## src/hdl/wssp_pkg.sv

```systemverilog
`timescale 1ns / 1ps

package wssp_pkg;

	// Request operation codes
	localparam logic OP_SHARE = 1'b0;
	localparam logic OP_GET   = 1'b1;

	// Result status codes
	localparam logic [1:0] ST_DELIVERED = 2'd0;
	localparam logic [1:0] ST_NO_WORK   = 2'd1;
	localparam logic [1:0] ST_DROPPED   = 2'd2;
	localparam logic [1:0] ST_ACCEPTED  = 2'd3;

	// Configuration register indexes
	localparam logic CFG_ACTIVE_WORKERS = 1'b0;
	localparam logic CFG_BATCH_LIMIT    = 1'b1;

	// Register reset values and batch ceiling
	localparam logic [3:0] ACTIVE_RESET = 4'd8;
	localparam logic [6:0] BATCH_RESET  = 7'd64;
	localparam logic [6:0] MAX_BATCH    = 7'd64;

	// Source of a result loaded into the output register
	typedef enum logic [1:0] {
		EMIT_SHARE,
		EMIT_NO_WORK,
		EMIT_MORE,
		EMIT_LAST
	} wssp_emit_t;

	// Commands from the controller to the datapath
	typedef struct packed {
		logic       load_req;
		logic       get_init;
		logic       share_wr;
		logic       pop;
		logic       go_n1;
		logic       go_n2;
		logic       take_item;
		logic       emit;
		wssp_emit_t emit_kind;
	} wssp_cmd_t;

	// Status from the datapath to the controller
	typedef struct packed {
		logic op_get;
		logic id_ok;
		logic fill_zero;
		logic cnt_zero;
		logic cnt_at_lim;
		logic more_dist;
		logic n2_ok;
		logic pend_v;
		logic out_free;
	} wssp_sts_t;

endpackage

```

## src/hdl/wssp_ctrl.sv

```systemverilog
`timescale 1ns / 1ps

module wssp_ctrl (
	input  logic                clk,
	input  logic                arst_n,
	input  logic                in_valid,
	output logic                in_ready,
	input  wssp_pkg::wssp_sts_t sts,
	output wssp_pkg::wssp_cmd_t cmd
);

	typedef enum logic [2:0] {
		S_IDLE,
		S_DISPATCH,
		S_SHARE,
		S_CHECK,
		S_FETCH,
		S_NO_WORK,
		S_FLUSH
	} state_t;

	typedef enum logic [1:0] {
		PH_OWN,
		PH_N1,
		PH_N2
	} phase_t;

	state_t state_q, state_d;
	phase_t phase_q, phase_d;
	logic   in_ready_q;

	// Next state and datapath commands
	always_comb begin
		cmd     = '0;
		state_d = state_q;
		phase_d = phase_q;
		case (state_q)
			S_IDLE: begin
				if (in_valid) begin
					cmd.load_req = 1'b1;
					state_d      = S_DISPATCH;
				end
			end
			S_DISPATCH: begin
				if (!sts.op_get) begin
					state_d = S_SHARE;
				end else if (!sts.id_ok) begin
					state_d = S_NO_WORK;
				end else begin
					cmd.get_init = 1'b1;
					phase_d      = PH_OWN;
					state_d      = S_CHECK;
				end
			end
			S_SHARE: begin
				if (sts.out_free) begin
					cmd.share_wr  = 1'b1;
					cmd.emit      = 1'b1;
					cmd.emit_kind = wssp_pkg::EMIT_SHARE;
					state_d       = S_IDLE;
				end
			end
			S_CHECK: begin
				// Pop the current stack, else move on through the search
				if (!sts.fill_zero && !sts.cnt_at_lim) begin
					cmd.pop = 1'b1;
					state_d = S_FETCH;
				end else if (phase_q == PH_N1 && !sts.cnt_at_lim && sts.n2_ok) begin
					cmd.go_n2 = 1'b1;
					phase_d   = PH_N2;
				end else if (!sts.cnt_zero) begin
					state_d = S_FLUSH;
				end else if (sts.more_dist) begin
					cmd.go_n1 = 1'b1;
					phase_d   = PH_N1;
				end else begin
					state_d = S_NO_WORK;
				end
			end
			S_FETCH: begin
				// Hold the new item back; release the previous one
				if (!sts.pend_v || sts.out_free) begin
					cmd.take_item = 1'b1;
					cmd.emit      = sts.pend_v;
					cmd.emit_kind = wssp_pkg::EMIT_MORE;
					state_d       = S_CHECK;
				end
			end
			S_NO_WORK: begin
				if (sts.out_free) begin
					cmd.emit      = 1'b1;
					cmd.emit_kind = wssp_pkg::EMIT_NO_WORK;
					state_d       = S_IDLE;
				end
			end
			S_FLUSH: begin
				if (sts.out_free) begin
					cmd.emit      = 1'b1;
					cmd.emit_kind = wssp_pkg::EMIT_LAST;
					state_d       = S_IDLE;
				end
			end
			default: begin
				state_d = S_IDLE;
			end
		endcase
	end

	// State, phase and registered ready
	always_ff @(posedge clk or negedge arst_n) begin
		if (!arst_n) begin
			state_q    <= S_IDLE;
			phase_q    <= PH_OWN;
			in_ready_q <= 1'b1;
		end else begin
			state_q    <= state_d;
			phase_q    <= phase_d;
			in_ready_q <= state_d == S_IDLE;
		end
	end

	assign in_ready = in_ready_q;

endmodule

```

## config.mk

```make
export PLATFORM = sky130hd
export DESIGN_NAME = wssp_ctrl
export DESIGN_NICKNAME = d
export VERILOG_FILES = /design/src/hdl/wssp_pkg.sv /design/src/hdl/wssp_ctrl.sv
export SDC_FILE = /design/constraint.sdc
export NUM_CORES = 1
export LEC_CHECK = 0
export ABC_CLOCK_PERIOD_IN_PS = 1350
export BUFFER_PORTS_ARGS = -buffer_cell sky130_fd_sc_hd__buf_2
export CAP_MARGIN = 20
export CORE_UTILIZATION = 40
export CTS_CLUSTER_DIAMETER = 150
export DETAILED_ROUTE_END_ITERATION = 12
export GPL_TIMING_DRIVEN = 1
export PLACE_DENSITY = 0.71
export SKIP_CTS_REPAIR_TIMING = 1
export SLEW_MARGIN = 10
export SYNTH_ARGS = -nofsm -noshare
export SYNTH_HDL_FRONTEND = slang
export SYNTH_SLANG_ARGS = --single-unit
```

## constraint.sdc

```tcl
create_clock -name clk -period 1.35 [get_ports clk]
set_clock_uncertainty 0.1 [all_clocks]
set_input_delay 0.27 -clock clk [delete_from_list [all_inputs] [get_ports clk]]
set_output_delay 0.27 -clock clk [all_outputs]
set_load 0.05 [all_outputs]
```

* Yosys cells after proc, flatten, opt, wreduce, memory -nomap -nowiden
Index checks and enable logic that the tools add are counted.
** Word-level totals
- Bits of input ports :: 12
- Word-level logic and storage cells :: 64
- Register bits :: 6
- Output and inout bits :: 11
** Cells by class
- Eq/ne operators :: 12
- Mux-type cells :: 37
- Reduce and logical (&&, ||, !) cells :: 12
** Operator list (count)
- $mux 3 :: 13
- $pmux 3 s5 :: 1
- $mux 2 :: 7
- $mux 1 :: 13
- $pmux 3 s4 :: 1
- $eq 3x3->1 const B :: 3
- $eq 3x2->1 const B :: 2
- $logic_not 3->1 :: 2
- $ne 2x2->1 const B :: 3
- $ne 3x3->1 const B :: 2
- $reduce_and 6->1 :: 1
- $mux 4 :: 1
- $pmux 2 s2 :: 1
- $eq 3x1->1 const B :: 1
- $logic_and 1x1->1 :: 3
- $logic_not 1->1 :: 3
- $reduce_or 3->1 :: 1
- $eq 2x1->1 const B :: 1
- $reduce_bool 2->1 :: 1
- $logic_or 1x1->1 :: 1

* Depth between registers and ports, before layout
- Word-level depth :: 7
- Depth in mapped cells :: 5
- Gate-level depth less buffers :: 4

* Worst setup path before layout
Ideal clock, no wire load.
- Path type :: register -> output
- From :: reg state_q[2]
- To :: out cmd[6] (netlist bit)
- Cell stages (with the launch flop) :: 4
- Data required time :: 980 ps
- Path slack :: -774 ps
- Path buffers :: 1
- Arrival :: 1754 ps
- Cells stage by stage :: dfrtp_1 -> buf_4 -> nand3b_4 -> nor3_1
** RTL lines
- from (decl) :: RTL line wssp_ctrl.sv:28 : state_t state_q, state_d;
- from (signal assigned) :: RTL line wssp_ctrl.sv:116 : state_q <= state_d;
- to (decl) :: RTL line wssp_ctrl.sv:9 : output wssp_pkg::wssp_cmd_t cmd

==> results.py <==
metrics = {
    "power": {
        "power_switching_mw": 0.954,
        "clkPwrFrac_pct": 8.7,
        "seqPwrFrac_pct": 17.2,
        "power_leakage_nw": 0.534,
        "internal-power_mw": 1.13,
        "switching_share_pct": 45.7,
        "comb_power_share_pct": 74.1,
        "ir_drop_uv": 1300,
        "finalPower_mw": 2.09,
        "power_density_nw_per_um2": 1860,
    },
    "floorplan": {
        "coreArea_um2": 1300,
        "num_rows": 13,
        "die_h_um": 39.2,
        "initial_utilization_pct": 42.5,
        "ios": 23,
        "fp.dieW_um": 39.2,
        "dieArea_um2": 1540,
    },
    "critical_path": {
        "cp_cell_sequence": "nand3b_4 -> nor2_2 -> and2_4 -> buf_6",
        "crit_family": "simple AND/OR/NAND/NOR gates",
        "rr_endpoint": "in_ready",
        "r2r_start": "state_q[2]",
        "path_max_fanout": 6,
        "critPathRequiredTime_ns": 0.98,
        "max_stage_delay_ns": 0.45,
        "endpoint_kind": "output pin",
        "crit_slowest_cell": "dfrtp_2",
        "reg2reg_depth": 5,
        "critPathBufInv": 1,
        "rrSetupSlack_ns": -0.23,
        "cp-start-kind": "register",
        "arrival_ns": 1.41,
        "crit_cells": 4,
        "critPathKind": "reg -> out",
    },
    "cells_and_area": {
        "diodes": 0,
        "fin_util_pct": 86.1,
        "final_common_cell": "buf_4",
        "final_cell_mix": "buf_4 (21), buf_6 (12), buf_2 (11)",
        "finalNetCount": 127,
        "final_layout_size_suffix_gt1_share_pct": 70.2,
        "design_area_um2": 1120,
        "fin_cells": 129,
        "area_growth_pct": 102,
    },
    "detailed_routing": {
        "vias": 702,
        "ant_nets": 0,
        "totalWireLength_mm": 1.98,
        "drc_errors": 0,
        "avgRoutedWirePerCell_um": 15.3,
        "avgViaCountPerCell": 5.44,
        "drtPass1Iterations": 4,
        "drt-initial-drc-count": 12,
    },
    "global_routing": {
        "grt_pass1_vias": 615,
        "track_usage_pct": 23.1,
        "grt_start_max_net_pins": 9,
        "grt_pass1_wl_mm": 2.42,
        "grt_overflow_total": 0,
        "antenna_found_initial": 0,
    },
    "clock_tree": {
        "cts_root_buf": "clkbuf_4",
        "cts_tree": "done",
        "h-tree-depth": 1,
        "cts.path.max_buffers": 2,
        "clock_latency_ns": 0.25,
        "path_clk_slew_ns": 0.05,
        "cts_buffers": 3,
        "cts.sinks": 6,
    },
    "run_status": {
        "violations": "setup timing",
        "status": "complete, but fails checks",
    },
    "placed_design": {
        "placed_cells": 122,
        "place_ws_ns": -0.257,
        "hpwl_mm": 1.32,
        "routabilityCongestion": 0.749,
        "placed_cell_area_um2": 922,
        "portBuffers": 22,
    },
    "sta": {
        "finalCritPeriodShare_pct": 132,
        "fin_crit_ns": 1.78,
        "tns_ns": -4.60,
        "hold_ws_ns": 0.282,
        "timing.slew.headroom_pct": 77.3,
        "hold_viol_final": 0,
        "fin_ws_ns": -0.430,
        "max_slew.worst_pin.slew_ns": 0.340,
        "fmax_mhz": 562,
        "finalSetupViolCount": 16,
        "report.final.slew_viol_count": 0,
        "rsz0062_at_grt": "true",
    },
    "yosys": {
        "yosys_register_bits": 6,
        "syn_area_um2": 553,
        "synth.distinct_cells": 34,
        "syn_nets": 76,
        "synthCells": 64,
        "synth-seq-area-share_pct": 27.4,
        "syn_avg_cell_area_um2": 8.64,
        "synth-warning-count": 0,
    },
    "job": {
        "max_cap_violations": 0,
    },
    "hold_path": {
        "hold_class": "in -> async",
    },
}
[logic make-up after synthesis]
kind of cell,share of synthesized area [%]
AO/OA/AOI/OAI,18.3
XOR/XNOR,1.58
buffers and inverters,6.11
flip-flops,27.4
multiplexers,1.81
AND/OR/NAND/NOR,44.8
[cell usage after synthesis (all sizes together)]
| cell | n | area [um^2] |
|---|---|---|
| a21o | 2 | 15.0 |
| a21oi | 2 | 10.0 |
| a31oi | 1 | 6.26 |
| and2 | 4 | 26.3 |
| and3 | 2 | 12.5 |
| and3b | 1 | 8.76 |
| and4bb | 1 | 16.3 |
| buf | 3 | 22.5 |
| dfrtp | 5 | 125 |
| dfstp | 1 | 26.3 |
| inv | 3 | 11.3 |
| mux2i | 1 | 10.0 |
| nand2 | 6 | 22.5 |
| nand2b | 4 | 25.0 |
| nand3b | 1 | 20.0 |
| nor2 | 5 | 18.8 |
| nor2b | 1 | 6.26 |
| nor3 | 2 | 10.0 |
| nor3b | 2 | 20.0 |
| nor4 | 2 | 18.8 |
| nor4b | 2 | 30.0 |
| o21ai | 5 | 25.0 |
| o221ai | 1 | 8.76 |
| o2bb2ai | 1 | 8.76 |
| o311ai | 2 | 17.5 |
| o32a | 1 | 10.0 |
| or2 | 1 | 6.26 |
| or3 | 1 | 6.26 |
| xor2 | 1 | 8.76 |
[worst max path at each step]
stage | to | from
floorplan | in_ready | state_q[0]
global placement | cmd[8] | state_q[2]
detailed placement | cmd[9] | state_q[1]
CTS | cmd[8] | state_q[2]
global route | cmd[4] | state_q[1]
finish | cmd[4] | state_q[2]
[per-layer routing]
| layer | GRT usage [%] | part of all wire, % | up-vias |
|---|---|---|---|
| met2 | 40.8 | 53 | 27 |
| li1 | - | - | 337 |
| met3 | 4.62 | 3.6 | 10 |
| met5 | 0 | 0 | - |
| met1 | 26.7 | 40 | 328 |
| met4 | 8.62 | 2.7 | 0 |
[power by group through the flow]
| stage | combinational, mW | clock [mW] | sequential [mW] |
|---|---|---|---|
| after detailed placement | 1.25 | 0 | 0.346 |
| after floorplan | 0.814 | 0 | 0.353 |
| after CTS | 1.25 | 0.191 | 0.346 |
| after global routing | 1.63 | 0.202 | 0.368 |
| final | 1.55 | 0.182 | 0.359 |
| after global placement | 1.22 | 0 | 0.340 |
[state kept, by name, summed over array words and instances, names as in the netlist]
name / cells
phase_q: 2
state_q: 3
in_ready: 1
[cell type report]
class	count	area, um^2
sequential	6	154
inverter	3	11.3
clock buffer	4	26.3
multi-input combinational	52	494
timing repair buffer	49	415
fill	68	181
tap	15	18.8
Note: power is estimated with default switching activity, not from simulation.
